$ cat src/rtl/rmsa_pkg.sv
// Package for the running mean / standard deviation / angle unit.
// Widths, constants, register indexes and controller/datapath interface types.
// No dependencies.
`default_nettype none
package rmsa_pkg;

  localparam int SAMPLE_BITS = 24;
  localparam int COUNT_BITS  = 16;
  localparam int FRAC_BITS   = 8;
  localparam int SUM_BITS    = 40;
  localparam int SQ_BITS     = 64;
  localparam int SD_BITS     = 23;
  localparam int V_BITS      = SAMPLE_BITS + 2;
  localparam int A_BITS      = 44;
  localparam int ND_BITS     = COUNT_BITS + 18;
  localparam int STEP_BITS   = 6;
  localparam int CIDX_BITS   = 2;

  localparam logic [ND_BITS-1:0] DEG360 = ND_BITS'(360 << FRAC_BITS);
  localparam logic signed [V_BITS-1:0] VMAX = V_BITS'(2**(SAMPLE_BITS-1) - 1);
  localparam logic signed [V_BITS-1:0] VMIN = -V_BITS'(2**(SAMPLE_BITS-1));
  localparam logic [SD_BITS-1:0] SD_MAX = '1;

  localparam logic [STEP_BITS-1:0] DIV_LAST  = STEP_BITS'(SQ_BITS - 1);
  localparam logic [STEP_BITS-1:0] SQRT_LAST = STEP_BITS'(SQ_BITS/2 - 1);

  localparam logic [CIDX_BITS-1:0] REG_ANGLE_MODE  = 2'd0;
  localparam logic [CIDX_BITS-1:0] REG_VOID_ENABLE = 2'd1;
  localparam logic [CIDX_BITS-1:0] REG_VOID_VALUE  = 2'd2;

  typedef struct packed {
    logic load;
    logic check;
    logic mul;
    logic up;
    logic dn;
    logic acc;
    logic div_init;
    logic div_sel_sq;
    logic div_step;
    logic mean;
    logic var_init;
    logic sqrt_step;
    logic out_load;
  } cmd_t;

  typedef struct packed {
    logic is_void;
    logic is_full;
    logic angle_go;
    logic cnt_zero;
  } status_t;

  function automatic logic [A_BITS-1:0] abs_a(input logic signed [A_BITS-1:0] x);
    abs_a = x[A_BITS-1] ? A_BITS'(-x) : A_BITS'(x);
  endfunction

endpackage
`default_nettype wire

$ cat src/rtl/rmsa_ctrl.sv
// Controller state machine: sequences sample check, angle shift, accumulation,
// two iterative divisions and the square root. Uses rmsa_pkg.
`default_nettype none
module rmsa_ctrl
  import rmsa_pkg::*;
(
  input  wire logic    clk,
  input  wire logic    rst_n,
  input  wire logic    in_valid,
  output logic         in_ready,
  output logic         out_valid,
  input  wire logic    out_ready,
  input  wire status_t status,
  output cmd_t         cmd
);

  localparam logic [3:0] S_IDLE  = 4'd0;
  localparam logic [3:0] S_CHECK = 4'd1;
  localparam logic [3:0] S_MUL   = 4'd2;
  localparam logic [3:0] S_UP    = 4'd3;
  localparam logic [3:0] S_DN    = 4'd4;
  localparam logic [3:0] S_ACC   = 4'd5;
  localparam logic [3:0] S_DSET  = 4'd6;
  localparam logic [3:0] S_DRUN  = 4'd7;
  localparam logic [3:0] S_MEAN  = 4'd8;
  localparam logic [3:0] S_QSET  = 4'd9;
  localparam logic [3:0] S_QRUN  = 4'd10;
  localparam logic [3:0] S_VAR   = 4'd11;
  localparam logic [3:0] S_SQRT  = 4'd12;
  localparam logic [3:0] S_OUT   = 4'd13;

  logic [3:0]           state_r, state_nxt;
  logic [STEP_BITS-1:0] step_r, step_nxt;
  logic                 out_valid_r, out_valid_nxt;

  assign in_ready  = (state_r == S_IDLE);
  assign out_valid = out_valid_r;

  always_comb begin
    state_nxt     = state_r;
    step_nxt      = step_r;
    out_valid_nxt = out_valid_r && !out_ready;
    cmd           = '0;
    case (state_r)
      S_IDLE: begin
        if (in_valid) begin
          cmd.load  = 1'b1;
          state_nxt = S_CHECK;
        end
      end
      S_CHECK: begin
        cmd.check = 1'b1;
        if (status.is_void || status.is_full) begin
          state_nxt = status.cnt_zero ? S_OUT : S_DSET;
        end else if (status.angle_go) begin
          state_nxt = S_MUL;
        end else begin
          state_nxt = S_ACC;
        end
      end
      S_MUL: begin
        cmd.mul   = 1'b1;
        state_nxt = S_UP;
      end
      S_UP: begin
        cmd.up    = 1'b1;
        state_nxt = S_DN;
      end
      S_DN: begin
        cmd.dn    = 1'b1;
        state_nxt = S_ACC;
      end
      S_ACC: begin
        cmd.acc   = 1'b1;
        state_nxt = S_DSET;
      end
      S_DSET: begin
        cmd.div_init = 1'b1;
        step_nxt     = '0;
        state_nxt    = S_DRUN;
      end
      S_DRUN: begin
        cmd.div_step = 1'b1;
        step_nxt     = step_r + 1'b1;
        if (step_r == DIV_LAST) begin
          state_nxt = S_MEAN;
        end
      end
      S_MEAN: begin
        cmd.mean  = 1'b1;
        state_nxt = S_QSET;
      end
      S_QSET: begin
        cmd.div_init   = 1'b1;
        cmd.div_sel_sq = 1'b1;
        step_nxt       = '0;
        state_nxt      = S_QRUN;
      end
      S_QRUN: begin
        cmd.div_step = 1'b1;
        step_nxt     = step_r + 1'b1;
        if (step_r == DIV_LAST) begin
          state_nxt = S_VAR;
        end
      end
      S_VAR: begin
        cmd.var_init = 1'b1;
        step_nxt     = '0;
        state_nxt    = S_SQRT;
      end
      S_SQRT: begin
        cmd.sqrt_step = 1'b1;
        step_nxt      = step_r + 1'b1;
        if (step_r == SQRT_LAST) begin
          state_nxt = S_OUT;
        end
      end
      S_OUT: begin
        if (!out_valid_r || out_ready) begin
          cmd.out_load  = 1'b1;
          out_valid_nxt = 1'b1;
          state_nxt     = S_IDLE;
        end
      end
      default: begin
        state_nxt = S_IDLE;
      end
    endcase
  end

  always_ff @(posedge clk) begin
    if (!rst_n) begin
      state_r     <= S_IDLE;
      step_r      <= '0;
      out_valid_r <= 1'b0;
    end else begin
      state_r     <= state_nxt;
      step_r      <= step_nxt;
      out_valid_r <= out_valid_nxt;
    end
  end

endmodule
`default_nettype wire

$ cat config.mk
export PLATFORM = sky130hd
export DESIGN_NAME = rmsa_ctrl
export DESIGN_NICKNAME = d
export VERILOG_FILES = /design/src/rtl/rmsa_pkg.sv /design/src/rtl/rmsa_ctrl.sv
export SDC_FILE = /design/constraint.sdc
export NUM_CORES = 1
export LEC_CHECK = 0
export ABC_AREA = 1
export BUFFER_PORTS_ARGS = -buffer_cell sky130_fd_sc_hd__buf_4
export CAP_MARGIN = 20
export CORE_UTILIZATION = 45
export DETAILED_ROUTE_END_ITERATION = 7
export GPL_TIMING_DRIVEN = 0
export PLACE_DENSITY = 0.78
export SLEW_MARGIN = 40
export SYNTH_ARGS = -nofsm -noshare
export SYNTH_HDL_FRONTEND = slang
export SYNTH_SLANG_ARGS = --single-unit
export TNS_END_PERCENT = 5
$ cat constraint.sdc
create_clock -name clk -period 1.5 [get_ports clk]
set_clock_uncertainty 0.05 [all_clocks]
set_input_delay 0.075 -clock clk [delete_from_list [all_inputs] [get_ports clk]]
set_output_delay 0.075 -clock clk [all_outputs]
set_load 0.05 [all_outputs]
==> results.txt, run 1 <==
Global route total overflow: 0
Register area share after synthesis: 26.8%
Routed WL per cell: 9.73 um
Hold WC Path Type: in -> reg
Count of input and output buffers: 22
Final slew viol count: 0
Io pins: 23
Register area: 233 um^2
Period minus WS final: 1.48 ns
Number of global-route vias before repair: 700
Mapped Cells: 141
# rows: 15
Fin. Hold Viols: 0
Worst hold stages: 3
Setup violators final: 0
Post-Syn Area: 821 um^2
Avg Inst Size Synth: 5.82 um^2
CTS tree: built
Synth cell types: 19
Worst slew pin tran: 0.293 ns
Reg2Reg Depth: 7
Hold buffer count at CTS: 0
Clock-pin slew on the worst setup and hold paths: 0.07 ns
Top_reg_cell synth: dfxtp_1
DP HPWL: 1470 um
Post-DR vias/cell: 4.83
Normalized max-slew margin: 80.4%
Die area: 2000 um^2
Crit path DAT: 1.36 ns
Worst slack at placement: -0.00734 ns
Max clock buf depth: 2
P&R area growth vs syn: 36.0%
Max Clock Freq: 675 MHz
Die span in y: 44.7 um
Max Cap Violations: 0
Crit path launch type: flip-flop
CTS Buf Count: 3
Max FO, Critical Path: 6
DRT Wirelength: 1880 um
Syn_nets: 150
Fraction of layout cells with a size suffix above 1: 35.1%
Setup ws final: 0.0175 ns
Clock Latency Late Sink: 0.27 ns
First-pass DRT Iterations: 4
Via count: 933
Footprint of the multi-input gates: 577 um^2
CP Depth: 5
Root Buffer: clkbuf_4
Most common cell in the netlist: nand2_1
Filler cells: 166
Critical path class: reg -> out
Post-synth EDFFs: 0
Iter 0 DRT Violations: 21
Antenna violations before repair: 0
H-tree levels: 1
Worst path bufs/invs: 2
Inst Count DP: 188
Initial Util: 47.5%
Sink Count: 11
Kind of cell adding the most delay to the critical path: simple AND/OR/NAND/NOR gates
Chip Width: 44.7 um
Core ar.: 1730 um^2
Top-area cell type share of the netlist area: 26.8%
Post-route insts no fill: 193
CP Capture Type: primary output
Final-stage net count: 178
CP peak stage delay: 0.38 ns
Leak Pwr: 0.000515 uW
YS warnings: 0
Final period utilization: 98.8%
GRT Total Usage: 19.2%
Critical-path cell list: inv_1 -> nand2_2 -> nor2_1 -> or2_2 -> buf_6
Flops & latches, synth: 11
Largest area contributor in the netlist: dfxtp_1
Share of flip-flops with an asynchronous set or reset: 0%
Area contributors post-synth: dfxtp_1, nand2_1, nor2_1
Largest net degree at the start of global routing: 10
Global placer's final weighted congestion: 0.802
Unrepaired setup endpoints after global routing: true
Synth top cells by count: nand2_1, nor2_1, inv_1
Power density cells: 1690 nW/um^2
First-pass GRT wire length: 2840 um
# diodes: 0
Critical Path RT: 1.37 ns
# DRC: 0
Outcome: complete, no violations
Crit-path slowest cell: dfxtp_4
Post-DRT Antenna Nets: 0
VDD IR max: 1.02 mV
worst reg2reg max path, cell delays in order, from the launching register on:
cell,delay (ns)
dfxtp_2,0.36
ha_2,0.21
nand3_1,0.12
nor2_1,0.12
nor2_1,0.08
nor2_4,0.18
nand3_1,0.12
a21oi_2,0.13
where the power goes:
group          total [uW]  switching, uW  internal (uW)
Clock                 204            106           98.8
Sequential            434           76.0            358
Combinational        1240            872            372
logic make-up (layout without fill, tap and decap cells):
| group | count (synthesis) | in the layout | synth area share, % |
|---|---|---|---|
| adders and majority gates | 1 | 1 | 1.52 |
| AOI/OAI and AO/OA | 16 | 16 | 10.1 |
| and+or+nand+nor | 94 | 94 | 52.9 |
| DFF | 11 | 11 | 26.8 |
| buffers and inverters | 19 | 46 | 8.69 |
per-stage QoR:
stage,hold slack (ns),total power [uW],utilization [%],instance area (um^2),setup TNS [ns]
floorplan,0.163,1290,-,831,-0.386
global placement,0.304,1560,59.5,1030,0
detailed placement,0.305,1570,59.5,1030,-0.00767
CTS,0.0104,1830,62.8,1080,0
global route,0.0121,2000,64.6,1120,-0.201
finish,0.0127,1880,64.6,1120,0
layout by cell type (no fill, tap or decap):
cell      instances
buf_6             1
dfxtp_4           2
nor3_2            1
nand2_2           6
inv_2             3
clkinv_1          1
nand3_1          10
nor3_4            1
or2_2             1
dfxtp_1           5
nand3_2           1
nand2_4           2
inv_1            15
clkbuf_4          3
buf_4            22
nor2_4            2
a21oi_1           8
nand3_4           1
nand2_1          36
dfxtp_2           4
clkinv_2          1
o21ai_0           5
ha_2              1
nor2_1           26
a21oi_2           2
nand3b_1          2
a21boi_1          1
nor2_2            5
flip-flops by register name, indices dropped and copies added (netlist names):
signal,count
state_r,4
out_valid,1
step_r,6
per-layer routing:
metal	up-vias	GRT usage, %	wire length, um
met5	-	0	0
met4	0	3.64	16
met3	4	6.00	77
met2	18	28.5	904
met1	411	27.5	880
li1	500	-	-
timing repair:
| action | CTS | global route |
|---|---|---|
| gates resized for setup | 13 | 8 |
| cloned | 0 | 0 |
| pin swaps | 1 | 4 |
| buffers inserted | 0 | 1 |
| endpoints found under the setup margin | 4 | 9 |
layout make-up:
type	count	share of cell area, %
clock inverters	1	0.448
inverters	19	6.39
well taps	25	2.80
flip-flops and latches	11	20.9
repair buffers	23	15.8
clock buffers	3	2.02
multi-input cells	111	51.7
path summary, 6_finish.rpt:
path         slack [ns]    endpoint       start
max reg2reg        0.07  state_r[2]   step_r[0]
min                0.01   step_r[0]       rst_n
min reg2reg        0.43   step_r[1]   step_r[1]
max                0.02      cmd[6]  state_r[2]
(Power assumes the default switching activity.)
==> run 2, diff against run 1 <==
--- a/config.mk
+++ b/config.mk
@@ -8,6 +8,7 @@
 export ABC_AREA = 1
 export BUFFER_PORTS_ARGS = -buffer_cell sky130_fd_sc_hd__buf_4
 export CAP_MARGIN = 20
+export CORE_MARGIN = 2
 export CORE_UTILIZATION = 45
 export DETAILED_ROUTE_END_ITERATION = 7
 export GPL_TIMING_DRIVEN = 0
==> run 2 against run 1 <==
  * Count of clock-buffer cells in the layout stayed put
  * Setup slack worse by 0.0050 ns
  * Critical path depth stayed put
  * Maximum frequency is 0.34% lower
  * Sequential share of layout area is 0.097 points lower
  * First-iteration DRC count is 19% higher
  * Die area is 9.1% higher
  * Register-to-register slack hardly changed
  * Flip-flop and latch count stayed put
  * Design area is 1.0% higher
  * Global-route usage is 1.2 points higher
  * Routed wire length is 6.7% higher
  * Largest power group unchanged
==> results.txt, run 2 (synthesis gave the netlist of run 1 again) <==
Worst slack at placement: 0.0346 ns
Root Buffer: clkbuf_4
CP Depth: 5
First-pass DRT Iterations: 4
P&R area growth vs syn: 37.3%
Setup ws final: 0.0125 ns
Largest net degree at the start of global routing: 10
Global route total overflow: 0
Count of input and output buffers: 22
Worst slew pin tran: 0.290 ns
Final-stage net count: 178
Post-DR vias/cell: 4.93
Global placer's final weighted congestion: 0.889
Worst hold stages: 3
VDD IR max: 1.06 mV
CP peak stage delay: 0.38 ns
Die area: 2180 um^2
Io pins: 23
Via count: 951
Hold buffer count at CTS: 0
Crit path DAT: 1.36 ns
Inst Count DP: 188
Finished Core Util: 65.3%
Final slew viol count: 0
Max Cap Violations: 0
Normalized max-slew margin: 80.6%
Crit-path slowest cell: dfxtp_4
Final period utilization: 99.2%
CTS Buf Count: 3
Fraction of layout cells with a size suffix above 1: 33.3%
Fin. Hold Viols: 0
Power density cells: 1720 nW/um^2
Max FO, Critical Path: 6
# rows: 15
H-tree levels: 1
Unrepaired setup endpoints after global routing: true
Hold WC Path Type: in -> reg
GRT Total Usage: 20.4%
Max clock buf depth: 2
Sink Count: 11
Max Clock Freq: 672 MHz
Core ar.: 1730 um^2
Most frequent cells in the layout: nand2_1, nor2_1, buf_4, inv_1, nand3_1
Biggest register: step_r
Worst path bufs/invs: 2
Iter 0 DRT Violations: 25
Kind of cell adding the most delay to the critical path: simple AND/OR/NAND/NOR gates
Post-DRT Antenna Nets: 0
CP Capture Type: primary output
Die span in y: 46.7 um
CTS tree: built
Initial Util: 47.5%
# diodes: 0
Most common cell after layout, fill and taps aside: nand2_1
Reg2Reg Depth: 7
Post-route insts no fill: 193
First-pass GRT wire length: 3170 um
Routed WL per cell: 10.4 um
Period minus WS final: 1.49 ns
Critical Path RT: 1.37 ns
Antenna violations before repair: 0
DRT Wirelength: 2000 um
Setup violators final: 0
Chip Width: 46.7 um
DP HPWL: 1510 um
Number of global-route vias before repair: 831
Clock Latency Late Sink: 0.28 ns
Critical path class: reg -> out
Outcome: complete, no violations
Critical-path cell list: inv_1 -> nand2_2 -> nor2_4 -> or2_2 -> buf_6
Tot Pwr: 1940 uW
Filler cells: 163
Crit path launch type: flip-flop
Clock-pin slew on the worst setup and hold paths: 0.07 ns
Leak Pwr: 0.000520 uW
Largest register FFs: 6
# DRC: 0
run 2: changes by cell type in the layout (fill, tap and decap cells not counted), moves of 2 or more:
cell     before  now
buf_4        22   20
dfxtp_2       4    2
nor2_2        5    3
nand2_1      36   34
nor2_4        2    4
a21oi_2       2    0
nand2_2       6    8
a21oi_1       8   10
buf_6         1    3
run 2: path summary, 6_finish.rpt:
check / end / startpoint / slack [ns]
min: step_r[0] / rst_n / 0.009
min reg2reg: step_r[3] / step_r[3] / 0.44
max reg2reg: step_r[4] / state_r[0] / 0.06
max: cmd[6] / state_r[3] / 0.01
run 2: what timing repair did:
item | CTS | global route
setup endpoints to repair | 2 | 12
pin swaps | 1 | 1
setup buffers | 1 | 0
gates resized for setup | 12 | 12
run 2: routing by layer:
metal | part of all wire [%] | vias up | track usage, %
li1 | - | 496 | -
met1 | 46 | 426 | 25.8
met2 | 48 | 27 | 34.2
met3 | 5.5 | 2 | 5.88
met4 | 0.40 | 0 | 5.00
met5 | 0 | - | 0
run 2: per-stage QoR:
stage          TNS [ns]  area (um^2)  hold slack (ns)
4_1_cts               0         1090           0.0128
3_5_place_dp          0         1030            0.311
6_report              0         1130          0.00942
3_3_place_gp          0         1030            0.298
5_1_grt          -0.144         1130           0.0331
2_1_floorplan    -0.386          831            0.163
run 2: where the power goes:
| part | switching [uW] | internal, uW |
|---|---|---|
| combinational | 888 | 397 |
| clock | 111 | 99.1 |
| sequential | 86.0 | 363 |
| total | 1090 | 859 |
run 2: worst reg2reg max path: cells and delay by family, from the launching register on:
family,cells,cell delay [ns]
flops,1,0.38
compound gates,1,0.13
simple gates,5,0.74
buf+inv,1,0.07
run 2: cell type report:
cell class / count / area (um^2) / area share, %
inverter: 19 / 73.8 / 6.55
multi-input combinational: 111 / 577 / 51.2
tap: 25 / 31.3 / 2.77
clock inverter: 1 / 5.00 / 0.444
clock buffer: 3 / 22.5 / 2.00
sequential: 11 / 234 / 20.8
timing repair buffer: 23 / 184 / 16.3
